`src/hdl/centered_moving_average_assert.svh`:
```
// Assertion macros for the centered moving average block.
`ifndef CENTERED_MOVING_AVERAGE_ASSERT_SVH
`define CENTERED_MOVING_AVERAGE_ASSERT_SVH
`ifndef ASSERT_OFF
// Check a property on every rising edge of clk_i outside reset.
`define CMA_ASSERT(lbl, prop, msg) \
  lbl: assert property (@(posedge clk_i) disable iff (!rst_ni) (prop)) else $error(msg);
// Check that a condition never holds on a rising edge of clk_i outside reset.
`define CMA_NEVER(lbl, cond, msg) \
  lbl: assert property (@(posedge clk_i) disable iff (!rst_ni) !(cond)) else $error(msg);
`else
`define CMA_ASSERT(lbl, prop, msg)
`define CMA_NEVER(lbl, cond, msg)
`endif
`endif

```
`src/hdl/cma_pkg.sv`:
```
// Shared types and constant of the centered moving average block.
package cma_pkg;

  // Width of the half window configuration register.
  localparam int CFG_W = 4;

  typedef enum logic [6:0] {
    ST_IDLE     = 7'b0000001,
    ST_CHECK    = 7'b0000010,
    ST_SUM      = 7'b0000100,
    ST_SUM_WAIT = 7'b0001000,
    ST_DIV_INIT = 7'b0010000,
    ST_DIV      = 7'b0100000,
    ST_LOAD     = 7'b1000000
  } cma_state_e;

  // Commands from the controller to the datapath.
  typedef struct packed {
    logic take;       // accept an input beat
    logic win_setup;  // load window bounds of the oldest pending output
    logic clear;      // end of signal, drop history and pending count
    logic sum_step;   // read one history entry and advance the age
    logic div_init;   // load the divider from the window sum
    logic div_step;   // one restoring divide iteration
    logic out_load;   // move the quotient into the output register
  } cma_cmd_t;

  // Status from the datapath to the controller.
  typedef struct packed {
    logic emit;       // oldest pending output is due
    logic last_seen;  // current sample carried the last flag
    logic sum_last;   // read issued now is the window's last
    logic div_done;   // divide iteration issued now is the final one
    logic out_free;   // output register can take a new beat
  } cma_sts_t;

endpackage

```
`src/hdl/centered_moving_average.sv`:
```
// Top level of the centered moving average filter with clipped window edges.
//
// Takes one signed sample per input beat and gives the truncated mean over the
// centered window of each sample, clipped at both ends of the signal; a beat with
// is_last_i flushes every pending mean, marks the final one with last_out_o and
// clears the history for the next signal. The block works on one sample at a
// time: a sample is accepted, then decided on, and each mean it releases then
// sums the clipped window of w entries (at most 2*half_width+1), read from the
// history memory one entry a cycle, and runs SUM_W = SAMPLE_BITS +
// clog2(2*MAX_HALF+2) iterations of the restoring divider (21 at the default
// sizes) before loading the output register. The next sample is taken while
// the last mean still waits in the output register. half_width is written
// through cfg_we_i / cfg_wdata_i and is used as min(half_width, MAX_HALF).
module centered_moving_average #(
  parameter int MAX_HALF    = 15,
  parameter int SAMPLE_BITS = 16
) (
  input  logic                          clk_i,
  input  logic                          rst_ni,
  // configuration: half window width
  input  logic                          cfg_we_i,
  input  logic [cma_pkg::CFG_W-1:0]     cfg_wdata_i,
  // input beats
  input  logic                          in_valid_i,
  output logic                          in_ready_o,
  input  logic signed [SAMPLE_BITS-1:0] sample_i,
  input  logic                          is_last_i,
  // result beats
  output logic                          out_valid_o,
  input  logic                          out_ready_i,
  output logic signed [SAMPLE_BITS-1:0] average_o,
  output logic                          last_out_o
);

  cma_pkg::cma_cmd_t cmd;
  cma_pkg::cma_sts_t sts;

  // Sequence the accept, window sum, divide and output load of each mean.
  cma_ctrl u_ctrl (
    .clk_i      (clk_i),
    .rst_ni     (rst_ni),
    .in_valid_i (in_valid_i),
    .in_ready_o (in_ready_o),
    .cmd_o      (cmd),
    .sts_i      (sts)
  );

  // Hold the history, compute window bounds, accumulate and divide.
  cma_datapath #(
    .MAX_HALF    (MAX_HALF),
    .SAMPLE_BITS (SAMPLE_BITS)
  ) u_datapath (
    .clk_i       (clk_i),
    .rst_ni      (rst_ni),
    .cfg_we_i    (cfg_we_i),
    .cfg_wdata_i (cfg_wdata_i),
    .sample_i    (sample_i),
    .is_last_i   (is_last_i),
    .cmd_i       (cmd),
    .sts_o       (sts),
    .out_ready_i (out_ready_i),
    .out_valid_o (out_valid_o),
    .average_o   (average_o),
    .last_out_o  (last_out_o)
  );

endmodule

```
`src/hdl/cma_ctrl.sv`:
```
// Controller state machine of the centered moving average block.
module cma_ctrl (
  input  logic              clk_i,
  input  logic              rst_ni,
  input  logic              in_valid_i,
  output logic              in_ready_o,
  output cma_pkg::cma_cmd_t cmd_o,
  input  cma_pkg::cma_sts_t sts_i
);

  cma_pkg::cma_state_e state_q, state_d;

  always_ff @(posedge clk_i or negedge rst_ni) begin
    if (!rst_ni) begin
      state_q <= cma_pkg::ST_IDLE;
    end else begin
      state_q <= state_d;
    end
  end

  always_comb begin
    state_d    = state_q;
    cmd_o      = '0;
    in_ready_o = 1'b0;
    unique case (state_q)
      cma_pkg::ST_IDLE: begin
        in_ready_o = 1'b1;
        if (in_valid_i) begin
          cmd_o.take = 1'b1;
          state_d    = cma_pkg::ST_CHECK;
        end
      end
      cma_pkg::ST_CHECK: begin
        if (sts_i.emit) begin
          cmd_o.win_setup = 1'b1;
          state_d         = cma_pkg::ST_SUM;
        end else begin
          cmd_o.clear = sts_i.last_seen;
          state_d     = cma_pkg::ST_IDLE;
        end
      end
      cma_pkg::ST_SUM: begin
        cmd_o.sum_step = 1'b1;
        if (sts_i.sum_last) begin
          state_d = cma_pkg::ST_SUM_WAIT;
        end
      end
      cma_pkg::ST_SUM_WAIT: begin
        state_d = cma_pkg::ST_DIV_INIT;
      end
      cma_pkg::ST_DIV_INIT: begin
        cmd_o.div_init = 1'b1;
        state_d        = cma_pkg::ST_DIV;
      end
      cma_pkg::ST_DIV: begin
        cmd_o.div_step = 1'b1;
        if (sts_i.div_done) begin
          state_d = cma_pkg::ST_LOAD;
        end
      end
      cma_pkg::ST_LOAD: begin
        if (sts_i.out_free) begin
          cmd_o.out_load = 1'b1;
          state_d        = cma_pkg::ST_CHECK;
        end
      end
      default: begin
        state_d = cma_pkg::ST_IDLE;
      end
    endcase
  end

endmodule

```
`src/hdl/cma_datapath.sv`:
```
// Datapath: sample history, window bounds, accumulator, divider, output register.
`include "centered_moving_average_assert.svh"
module cma_datapath #(
  parameter int MAX_HALF    = 15,
  parameter int SAMPLE_BITS = 16
) (
  input  logic                          clk_i,
  input  logic                          rst_ni,
  input  logic                          cfg_we_i,
  input  logic [cma_pkg::CFG_W-1:0]     cfg_wdata_i,
  input  logic signed [SAMPLE_BITS-1:0] sample_i,
  input  logic                          is_last_i,
  input  cma_pkg::cma_cmd_t             cmd_i,
  output cma_pkg::cma_sts_t             sts_o,
  input  logic                          out_ready_i,
  output logic                          out_valid_o,
  output logic signed [SAMPLE_BITS-1:0] average_o,
  output logic                          last_out_o
);

  localparam int HIST_DEPTH = 2 * MAX_HALF + 1;
  localparam int MAX_OUT    = MAX_HALF + 1;
  localparam int CNT_W      = $clog2(HIST_DEPTH + 1);
  localparam int PTR_W      = (HIST_DEPTH > 1) ? $clog2(HIST_DEPTH) : 1;
  localparam int SUM_W      = SAMPLE_BITS + CNT_W;
  localparam int DIV_W      = $clog2(SUM_W + 1);

  logic [cma_pkg::CFG_W-1:0] half_width_q;

  logic signed [SAMPLE_BITS-1:0] hist_mem [HIST_DEPTH];
  logic signed [SAMPLE_BITS-1:0] rd_data_q;
  logic                          rd_vld_q;

  logic [PTR_W-1:0] wp_q;
  logic [CNT_W-1:0] hv_q;
  logic [CNT_W-1:0] pend_q;
  logic             last_q;

  logic [CNT_W-1:0] k_q, hi_q, cnt_q;
  logic signed [SUM_W-1:0] sum_q;

  logic [SUM_W-1:0] quo_q;
  logic [CNT_W:0]   rem_q;
  logic             neg_q;
  logic [DIV_W-1:0] div_cnt_q;

  logic                          out_valid_q;
  logic signed [SAMPLE_BITS-1:0] average_q;
  logic                          last_out_q;

  logic [CNT_W-1:0] h_val, d_val, lo_val, dh_val, hvm1_val, hi_val;
  logic [CNT_W:0]   addr_sum;
  logic [PTR_W-1:0] rd_addr;
  logic [CNT_W:0]   rem_sh;
  logic             q_bit;
  logic [CNT_W:0]   rem_nxt;

  // Window bounds of the oldest pending output, ages counted from the newest sample.
  always_comb begin
    h_val    = (int'(half_width_q) > MAX_HALF) ? CNT_W'(MAX_HALF) : CNT_W'(half_width_q);
    d_val    = pend_q - CNT_W'(1);
    lo_val   = (d_val > h_val) ? (d_val - h_val) : '0;
    dh_val   = d_val + h_val;
    hvm1_val = hv_q - CNT_W'(1);
    hi_val   = (dh_val > hvm1_val) ? hvm1_val : dh_val;
  end

  // Map an age onto the circular history.
  always_comb begin
    addr_sum = (CNT_W + 1)'(wp_q) + (CNT_W + 1)'(HIST_DEPTH - 1) - (CNT_W + 1)'(k_q);
    if (addr_sum >= (CNT_W + 1)'(HIST_DEPTH)) begin
      rd_addr = PTR_W'(addr_sum - (CNT_W + 1)'(HIST_DEPTH));
    end else begin
      rd_addr = PTR_W'(addr_sum);
    end
  end

  // One restoring divide iteration.
  always_comb begin
    rem_sh = {rem_q[CNT_W-1:0], quo_q[SUM_W-1]};
    q_bit  = (rem_sh >= {1'b0, cnt_q});
    if (q_bit) begin
      rem_nxt = rem_sh - {1'b0, cnt_q};
    end else begin
      rem_nxt = rem_sh;
    end
  end

  assign sts_o.emit      = (pend_q != '0) && (last_q || (d_val >= h_val));
  assign sts_o.last_seen = last_q;
  assign sts_o.sum_last  = (k_q == hi_q);
  assign sts_o.div_done  = (div_cnt_q == DIV_W'(1));
  assign sts_o.out_free  = !out_valid_q || out_ready_i;

  always_ff @(posedge clk_i) begin
    if (cmd_i.take) begin
      hist_mem[wp_q] <= sample_i;
    end
    rd_data_q <= hist_mem[rd_addr];
  end

  always_ff @(posedge clk_i or negedge rst_ni) begin
    if (!rst_ni) begin
      half_width_q <= cma_pkg::CFG_W'(2);
      wp_q         <= '0;
      hv_q         <= '0;
      pend_q       <= '0;
      last_q       <= 1'b0;
      rd_vld_q     <= 1'b0;
      out_valid_q  <= 1'b0;
    end else begin
      if (cfg_we_i) begin
        half_width_q <= cfg_wdata_i;
      end
      rd_vld_q <= cmd_i.sum_step;
      if (cmd_i.take) begin
        wp_q   <= (wp_q == PTR_W'(HIST_DEPTH - 1)) ? '0 : wp_q + PTR_W'(1);
        hv_q   <= (hv_q == CNT_W'(HIST_DEPTH)) ? hv_q : hv_q + CNT_W'(1);
        pend_q <= (pend_q == CNT_W'(MAX_OUT)) ? pend_q : pend_q + CNT_W'(1);
        last_q <= is_last_i;
      end else if (cmd_i.clear) begin
        wp_q   <= '0;
        hv_q   <= '0;
        pend_q <= '0;
      end else if (cmd_i.out_load) begin
        pend_q <= pend_q - CNT_W'(1);
      end
      if (cmd_i.out_load) begin
        out_valid_q <= 1'b1;
      end else if (out_ready_i) begin
        out_valid_q <= 1'b0;
      end
    end
  end

  // Accumulate the window, run the divider and load the output register.
  always_ff @(posedge clk_i) begin
    if (cmd_i.win_setup) begin
      k_q   <= lo_val;
      hi_q  <= hi_val;
      cnt_q <= hi_val - lo_val + CNT_W'(1);
      sum_q <= '0;
    end else begin
      if (cmd_i.sum_step) begin
        k_q <= k_q + CNT_W'(1);
      end
      if (rd_vld_q) begin
        sum_q <= sum_q + SUM_W'(rd_data_q);
      end
    end
    if (cmd_i.div_init) begin
      neg_q     <= sum_q[SUM_W-1];
      quo_q     <= sum_q[SUM_W-1] ? SUM_W'(-sum_q) : SUM_W'(sum_q);
      rem_q     <= '0;
      div_cnt_q <= DIV_W'(SUM_W);
    end else if (cmd_i.div_step) begin
      quo_q     <= {quo_q[SUM_W-2:0], q_bit};
      rem_q     <= rem_nxt;
      div_cnt_q <= div_cnt_q - DIV_W'(1);
    end
    if (cmd_i.out_load) begin
      average_q  <= neg_q ? -quo_q[SAMPLE_BITS-1:0] : quo_q[SAMPLE_BITS-1:0];
      last_out_q <= last_q && (pend_q == CNT_W'(1));
    end
  end

  assign out_valid_o = out_valid_q;
  assign average_o   = average_q;
  assign last_out_o  = last_out_q;

  `CMA_ASSERT(a_pend_le_hist, pend_q <= hv_q, "pending outputs exceed held samples")
  `CMA_ASSERT(a_pend_max, int'(pend_q) <= MAX_OUT, "pending count above its bound")
  `CMA_NEVER(a_no_overwrite, cmd_i.out_load && out_valid_q && !out_ready_i, "output beat lost")
  `CMA_ASSERT(a_clear_state, cmd_i.clear |=> (pend_q == '0 && hv_q == '0), "clear missed")

endmodule
```
`config.mk`:
```
export PLATFORM = sky130hd
export DESIGN_NAME = centered_moving_average
export DESIGN_NICKNAME = d
export VERILOG_FILES = /design/src/hdl/cma_pkg.sv /design/src/hdl/centered_moving_average.sv /design/src/hdl/cma_ctrl.sv /design/src/hdl/cma_datapath.sv
export VERILOG_INCLUDE_DIRS = /design/src /design/src/hdl
export SDC_FILE = /design/constraint.sdc
export NUM_CORES = 1
export LEC_CHECK = 0
export BUFFER_PORTS_ARGS = -buffer_cell sky130_fd_sc_hd__buf_2
export CAP_MARGIN = 10
export CORE_ASPECT_RATIO = 0.7
export CORE_MARGIN = 2
export CORE_UTILIZATION = 35
export CTS_CLUSTER_DIAMETER = 60
export CTS_CLUSTER_SIZE = 30
export DETAILED_ROUTE_END_ITERATION = 6
export RECOVER_POWER = 100
export SLEW_MARGIN = 20
export SYNTH_ARGS = -nofsm -noshare
export SYNTH_HDL_FRONTEND = slang
export SYNTH_HIERARCHICAL = 1
export SYNTH_SLANG_ARGS = --single-unit
```
`constraint.sdc`:
```
create_clock -name clk_i -period 13.4 [get_ports clk_i]
set_input_delay 1.34 -clock clk_i [delete_from_list [all_inputs] [get_ports clk_i]]
set_output_delay 1.34 -clock clk_i [all_outputs]
set_load 0.02 [all_outputs]
```
==> results of run 1 <==
[final cells by class]
cell class                 instances  area [sq um]
fill                            7768         49800
sequential                       626         18200
multi-input combinational       1337          9040
tap                             1068          1340
clock buffer                      40           937
inverter                         188           706
timing repair buffer              93           410
clock inverter                    20           327
antenna                            3          7.51
[metrics by stage]
stage	std cells	area (sq um)	hold WS (ns)
after global routing	3372	30900	0.520
after detailed placement	3312	29900	0.473
final	3375	30900	0.492
after global placement	3312	29900	0.461
after CTS	3372	31200	0.488
after floorplan	2296	28600	0.451
[worst paths after layout]
kind | cells after the start | start | to | slack (ns)
max | 13 | u_datapath/wp_q[2] | u_datapath/rd_data_q[7] | 4.10
min | 2 | u_datapath/rem_q[4] | u_datapath/rem_q[4] | 0.49
max reg2reg | 13 | u_datapath/wp_q[2] | u_datapath/rd_data_q[7] | 4.10
min reg2reg | 2 | u_datapath/rem_q[4] | u_datapath/rem_q[4] | 0.49
max in group asynchronous | 1 | rst_ni | u_ctrl/state_q[3] | 11.10
min in group asynchronous | 1 | rst_ni | u_datapath/wp_q[4] | 1.24
[synth_stat cells (all sizes together), types with 3 or more instances]
| library cell | instances |
|---|---|
| a2111oi | 131 |
| nand3b | 4 |
| nand3 | 54 |
| a211oi | 149 |
| o22ai | 22 |
| inv | 188 |
| a22o | 6 |
| o211ai | 3 |
| nor4b | 4 |
| mux2 | 13 |
| and3 | 10 |
| o31a | 3 |
| nor2b | 11 |
| dfxtp | 47 |
| o31ai | 14 |
| or2 | 7 |
| a31oi | 24 |
| edfxtp | 550 |
| nor4 | 34 |
| or4 | 6 |
| dfrtp | 27 |
| nor3 | 35 |
| fa | 6 |
| nand2 | 235 |
| xor2 | 35 |
| o221ai | 17 |
| or3b | 3 |
| a21oi | 84 |
| nor2 | 138 |
| and4 | 5 |
| nor3b | 5 |
| a32oi | 16 |
| a21o | 13 |
| ha | 71 |
| buf | 70 |
| o21a | 6 |
| clkbuf | 75 |
| and2 | 5 |
| xnor2 | 49 |
| or3 | 9 |
| mux2i | 32 |
| o21ai | 45 |
| nand2b | 14 |
[kinds of logic (layout without fill, tap and decap cells)]
kind of cell	after synthesis	count (layout)	synth area share, %
AO/OA/AOI/OAI	548	548	14.3
XOR/XNOR	84	84	2.60
adder cells (fa/ha/maj)	77	77	3.52
buffers and inverters	333	341	4.93
flip-flops	626	626	63.6
multiplexers	45	45	1.63
other	0	3	0
AND/OR/NAND/NOR	583	583	9.43
[flip-flops by register name, summed over array words and instances, names as in the netlist, 4 cells and up]
signal,count
u_datapath/average_o,16
u_datapath/cnt_q,5
u_datapath/rem_q,5
u_datapath/quo_q,21
u_datapath/sum_q,21
u_datapath/half_width_q,4
u_datapath/k_q,5
u_datapath/hv_q,5
u_datapath/hi_q,5
u_datapath/pend_q,5
u_datapath/wp_q,5
u_ctrl/state_q,7
u_datapath/hist_mem,496
u_datapath/div_cnt_q,5
u_datapath/rd_data_q,16
[layer usage]
layer  GRT usage (%)  up-vias  part of all wire (%)
met5               0        -                 0.082
met4            3.69       10                   1.7
met3            3.39       89                   9.4
met2            23.9      762                    40
met1            28.2     9474                    49
li1                -     8654                     -
[critical path, delay by kind of cell, from the launching register on]
family	cells	cell delay, ns
buffers and inverters	3	3.47
DFF	1	0.52
and+or+nand+nor	2	1.22
AOI/OAI and AO/OA	6	2.84
adders and majority gates	2	1.03
==> run_results.csv, run 1 <==
group,metric,value,unit
synthesis,synth_largest_type_area_fraction,57.7,%
synthesis,postSynthNetCount,2399,
clock_tree,buffers_inserted_during_post_cts_setup_optimization,0,
clock_tree,clk-insertion-delay-late,0.61,ns
critical_path,worst-path-max-fanout,112,
critical_path,crit_required,13.92,ns
routing,detail_route.wirelength,75400,microns
floorplanning,row_count,87,
floorplanning,fp.dieH,243,microns
timing,final.setup_skew,0.0289,ns
final_layout,finalCoreUtilization,38.3,%
timing,max_clock_freq,0.107,GHz
routing,drcViolationCount,0,
critical_path,critical_path.slowest_cell,"sky130_fd_sc_hd__clkbuf_1",
global_route,grt_pass1_wl,114000,microns
floorplanning,num_io_pins,45,
synthesis,syn-cell-area,28600,sq um
placed_design,pre_cts_slack,6.91,ns
routing,post_dr_vias_cell,5.63,
min_path,hp-class,"reg2reg",
global_route,grt_pass1_vias,18000,
synthesis,synth.yosys.seq_area_share,63.6,%
run,maxCapViolCount,18,
critical_path,crit_path_max_incr_delay,3.24,ns
clock_tree,cts-root-to-sink-buffers,3,
clock_tree,tritoncts,"done",
final_layout,layout.cells.most_common,"sky130_fd_sc_hd__edfxtp_1",
synthesis,register_bit_total_from_synthesis,626,
final_layout,layout-drive-gt1-share,5.51,%
placed_design,buffer_ports.inserted,44,
clock_tree,post_cts_hold_buffer_count,0,
synthesis,synth.largest_area_cell,"sky130_fd_sc_hd__edfxtp_1",
floorplanning,die_area,84100,sq um
global_route,globalRoute.totalOverflow,0,
outcome,violations,"max-capacitance violations, max-slew violations",
routing,via_count,19000,
clock_tree,clock_sinks,626,
final_layout,layout_common_cells,"550 x sky130_fd_sc_hd__edfxtp_1, 235 x sky130_fd_sc_hd__nand2_1, 188 x sky130_fd_sc_hd__inv_1",
final_layout,finalNetCount,2383,
synthesis,synthArstFlopShare,4.63,%
timing,final.min_clock_period,9.30,ns
placed_design,place.gp.congestion,0.803,
synthesis,post_synthesis_average_cell_area,12.5,sq um
clock_tree,cts_repair_resize_count,0,
critical_path,crit_type,"reg2reg",
timing,hold_violations,0,
global_route,antenna_found_initial,5,
critical_path,timing.critical_path.from_type,"register",
synthesis,yosys.cell_types.count,78,
clock_tree,cts_root_buffer,"sky130_fd_sc_hd__clkbuf_16",
floorplanning,initial_util,35.4,%
outcome,status,"finished, violations left",
final_layout,area_growth_syn_to_layout,8.16,%
clock_tree,path_clk_slew,0.11,ns
floorplanning,die_w,346,microns
clock_tree,cts_inserted_buffers,34,
timing,setup_repair_after_global_routing_missed_its_margin,"no",
timing,layout_worst_path_cycle_share,69.4,%
synthesis,ys_warns,6,
routing,antenna_violating_nets_post_route,0,
timing,finalSetupViolations,0,
timing,slew_of_the_pin_with_the_lowest_slew_margin,4.61,ns
critical_path,endpoint_kind,"register",
routing,drt-pass1-iter-count,5,
routing,drt-initial-drc-count,2533,
routing,route.detailed.wl_per_inst,22.3,microns
global_route,grt.total_usage,17.5,%
critical_path,worstPathArrival,9.82,ns
critical_path,timing.critical_path.cells,"inv_1 > ha_1 > inv_1 > fa_1 > nand3_1 > a2111oi_2 > a211o_4 > a21o_4 > clkbuf_1 > a2111oi_0 > nor4_1 > o22ai_1 > a211oi_2",
timing,setup_total_negative_slack,0,ns
timing,slew-limit-headroom,-207,%
timing,layout_setup_ws,4.10,ns
timing,slew_violations,674,
clock_tree,h_tree_level_count,2,
synthesis,yosys_most_used_dff,"sky130_fd_sc_hd__edfxtp_1",
synthesis,number_of_synthesized_flops_with_an_enable_pin,550,
critical_path,cpMostUsedCell,"sky130_fd_sc_hd__inv_1",
floorplanning,core_area,80800,sq um
placed_design,hpwl,45700,microns
synthesis,post_synth_main_area_contributors,"sky130_fd_sc_hd__edfxtp_1 58%, sky130_fd_sc_hd__a2111oi_0 3.9%, sky130_fd_sc_hd__a211oi_1 3.5%",
global_route,grt_max_degree,113,
synthesis,post_synth_inst_count,2296,
Power of run 1 is not shown: default switching activity piles up to over one toggle a cycle in this logic, so the estimate is an artifact.
==> inputs of run 2 (changes only) <==
- ABC_AREA: unset -> 1
- clock period: 13.4 -> 9.75 ns (I/O delays scaled with it)
==> run 2 against run 1 <==
- the flow still finishes with violations (max-capacitance violations, max-slew violations)
- critical path depth grew 5
- synthesized cell count grew 31%
- clock skew grew 0.018 ns
- die area grew 5.1%
- worst hold slack lost 0.018 ns
- first-iteration DRC count shrank 16%
- via count grew 11%
- synthesized area grew 5.2%
- setup slack lost 1.4 ns
- sequential share of layout area shrank 3.8 points
- largest cell class unchanged
==> run_results.csv, run 2 <==
group,metric,value,unit
floorplanning,initial_util,35.5,%
floorplanning,num_io_pins,45,
routing,route.detailed.wl_per_inst,19.2,microns
placed_design,buffer_ports.inserted,44,
floorplanning,row_count,89,
timing,max_clock_freq,0.142,GHz
routing,via_count,21000,
synthesis,synthArstFlopShare,4.63,%
clock_tree,path_clk_slew,0.10,ns
clock_tree,buffers_inserted_during_post_cts_setup_optimization,0,
final_layout,layout.cells.most_common,"sky130_fd_sc_hd__nand2_1",
synthesis,syn-cell-area,30100,sq um
timing,setup_total_negative_slack,0,ns
min_path,min_path_cells,2,
critical_path,cpMostUsedCell,"sky130_fd_sc_hd__nand2_1",
routing,post_dr_vias_cell,5.02,
timing,slew_of_the_pin_with_the_lowest_slew_margin,3.58,ns
critical_path,total_buffers_and_inverters_traversed_by_the_critical_path,3,
run,maxCapViolCount,25,
floorplanning,die_area,88400,sq um
global_route,grt_pass1_wl,122000,microns
critical_path,crit_type,"reg2reg",
synthesis,postSynthNetCount,3117,
timing,layout_worst_path_cycle_share,72.3,%
critical_path,endpoint_kind,"register",
synthesis,number_of_synthesized_flops_with_an_enable_pin,550,
global_route,grt_pass1_vias,19600,
timing,final.min_clock_period,7.05,ns
final_layout,layout-drive-gt1-share,4.47,%
critical_path,crit_required,10.27,ns
placed_design,hpwl,47500,microns
synthesis,synth.yosys.seq_area_share,60.4,%
critical_path,crit_path_max_incr_delay,2.56,ns
clock_tree,cts_repair_resize_count,0,
synthesis,most_frequent_cell_after_synthesis,"sky130_fd_sc_hd__nand2_1",
synthesis,synth_largest_type_area_fraction,54.9,%
critical_path,critical_path.slowest_cell,"sky130_fd_sc_hd__clkbuf_1",
clock_tree,post_cts_hold_buffer_count,0,
clock_tree,clk-insertion-delay-late,0.64,ns
timing,finalSetupViolations,0,
critical_path,timing.critical_path.cells,"inv_1 > ha_1 > inv_1 > fa_1 > nand2_1 > nor2_4 > nand3_4 > nand2_4 > nand2_8 > nand2_8 > clkbuf_1 > nand2_1 > nand3_1 > nand3_1 > nand3_1 > nand2_1 > nand2_1 > nand2_1",
clock_tree,cts_root_buffer,"sky130_fd_sc_hd__clkbuf_16",
synthesis,post_synth_main_area_contributors,"sky130_fd_sc_hd__edfxtp_1 55%, sky130_fd_sc_hd__nand3_1 9.4%, sky130_fd_sc_hd__nand2_1 7.4%",
floorplanning,core_area,84700,sq um
critical_path,worstPathArrival,7.57,ns
synthesis,post_synth_inst_count,3014,
clock_tree,h_tree_level_count,2,
routing,drcViolationCount,0,
global_route,grt.total_usage,17.8,%
global_route,antenna_found_initial,3,
timing,slew_violations,752,
final_layout,largest_registers,"u_datapath/hist_mem: 496 flops, u_datapath/quo_q: 21 flops, u_datapath/sum_q: 21 flops",
critical_path,critical_path_depth,18,
critical_path,critical-path-top-delay-family,"buffers and inverters",
placed_design,place.gp.congestion,0.839,
final_layout,top_register,"u_datapath/hist_mem",
timing,setup_repair_after_global_routing_missed_its_margin,"no",
synthesis,ys_warns,6,
clock_tree,clock_sinks,626,
timing,slew-limit-headroom,-139,%
synthesis,post_synthesis_average_cell_area,9.99,sq um
final_layout,area_growth_syn_to_layout,9.88,%
final_layout,layout_common_cells,"594 x sky130_fd_sc_hd__nand2_1, 568 x sky130_fd_sc_hd__nand3_1, 550 x sky130_fd_sc_hd__edfxtp_1",
final_layout,number_of_flip_flops_in_the_largest_register,496,
timing,hold_violations,0,
floorplanning,fp.dieH,249,microns
final_layout,finalNetCount,3109,
critical_path,timing.critical_path.from_type,"register",
outcome,violations,"max-capacitance violations, max-slew violations",
synthesis,yosys_most_used_dff,"sky130_fd_sc_hd__edfxtp_1",
routing,detail_route.wirelength,80200,microns
critical_path,worst-path-max-fanout,96,
synthesis,yosys-top-cells-count,"594 x sky130_fd_sc_hd__nand2_1, 568 x sky130_fd_sc_hd__nand3_1, 550 x sky130_fd_sc_hd__edfxtp_1",
synthesis,synth.largest_area_cell,"sky130_fd_sc_hd__edfxtp_1",
clock_tree,cts-root-to-sink-buffers,3,
global_route,globalRoute.totalOverflow,0,
timing,final.setup_skew,0.0466,ns
clock_tree,tritoncts,"done",
min_path,hp-class,"reg2reg",
floorplanning,die_w,355,microns
global_route,grt_max_degree,129,
clock_tree,cts_inserted_buffers,46,
routing,antenna_violating_nets_post_route,0,
critical_path,worst-r2r-cell-count,18,
synthesis,register_bit_total_from_synthesis,626,
outcome,status,"finished, violations left",
synthesis,yosys.cell_types.count,56,
routing,drt-initial-drc-count,2119,
routing,drt-pass1-iter-count,6,
[run 2: worst reg2reg max path, cell delays in order (launching register included)]
cell	delay (ns)
sky130_fd_sc_hd__dfrtp_1	0.48
sky130_fd_sc_hd__inv_1	0.16
sky130_fd_sc_hd__ha_1	0.31
sky130_fd_sc_hd__inv_1	0.07
sky130_fd_sc_hd__fa_1	0.59
sky130_fd_sc_hd__nand2_1	0.15
sky130_fd_sc_hd__nor2_4	0.17
sky130_fd_sc_hd__nand3_4	0.11
sky130_fd_sc_hd__nand2_4	0.16
sky130_fd_sc_hd__nand2_8	0.30
sky130_fd_sc_hd__nand2_8	0.71
sky130_fd_sc_hd__clkbuf_1	2.67
sky130_fd_sc_hd__nand2_1	0.17
sky130_fd_sc_hd__nand3_1	0.19
sky130_fd_sc_hd__nand3_1	0.11
sky130_fd_sc_hd__nand3_1	0.27
sky130_fd_sc_hd__nand2_1	0.16
sky130_fd_sc_hd__nand2_1	0.11
sky130_fd_sc_hd__nand2_1	0.07
[run 2: layer usage]
layer	track usage (%)	wire length (microns)	share of wire [%]	vias up
met3	3.60	6350	7.9	101
met5	0	0	0	-
met4	4.85	1920	2.4	0
met1	27.1	38500	48	10100
met2	25.6	33400	42	656
li1	-	-	-	10100
[run 2: final cells by class]
class	instances	area, sq um
tap	1137	1420
antenna	2	5.00
multi-input combinational	1796	9560
inverter	446	1680
timing repair buffer	90	419
clock inverter	34	554
clock buffer	52	1260
fill	8287	51700
sequential	626	18200
[run 2: worst paths after layout]
kind | from | end | slack, ns
max | u_datapath/wp_q[2] | u_datapath/rd_data_q[1] | 2.70
min | u_datapath/rem_q[4] | u_datapath/rem_q[4] | 0.47
max reg2reg | u_datapath/wp_q[2] | u_datapath/rd_data_q[1] | 2.70
min reg2reg | u_datapath/rem_q[4] | u_datapath/rem_q[4] | 0.47
max in group asynchronous | rst_ni | u_datapath/wp_q[1] | 7.88
min in group asynchronous | rst_ni | u_ctrl/state_q[5] | 0.82
[run 2: metrics by stage]
step           setup slack (ns)  cell area [sq um]  cells  hold slack, ns  util [%]
3_5_place_dp               4.73              31500   4095           0.470      37.1
3_3_place_gp               4.74              31500   4095           0.461      37.1
5_1_grt                    2.20              33100   4181           0.514      39.0
6_report                   2.70              33100   4183           0.474      39.0
2_1_floorplan              5.63              30100   3014           0.445         -
4_1_cts                    4.68              33300   4181           0.413      39.3
[run 2: logic make-up (layout without fill, tap and decap cells)]
kind of cell	Yosys count	after routing	share of synthesized area, %
other	0	2	0
flip-flops	626	626	60.4
AND/OR/NAND/NOR	1445	1445	22.4
multiplexers	2	2	0.0707
adder cells (fa/ha/maj)	77	77	3.35
XOR/XNOR	73	73	2.15
buffers and inverters	592	622	7.94
AO/OA/AOI/OAI	199	199	3.63
Power of run 2 is left out for the same reason.
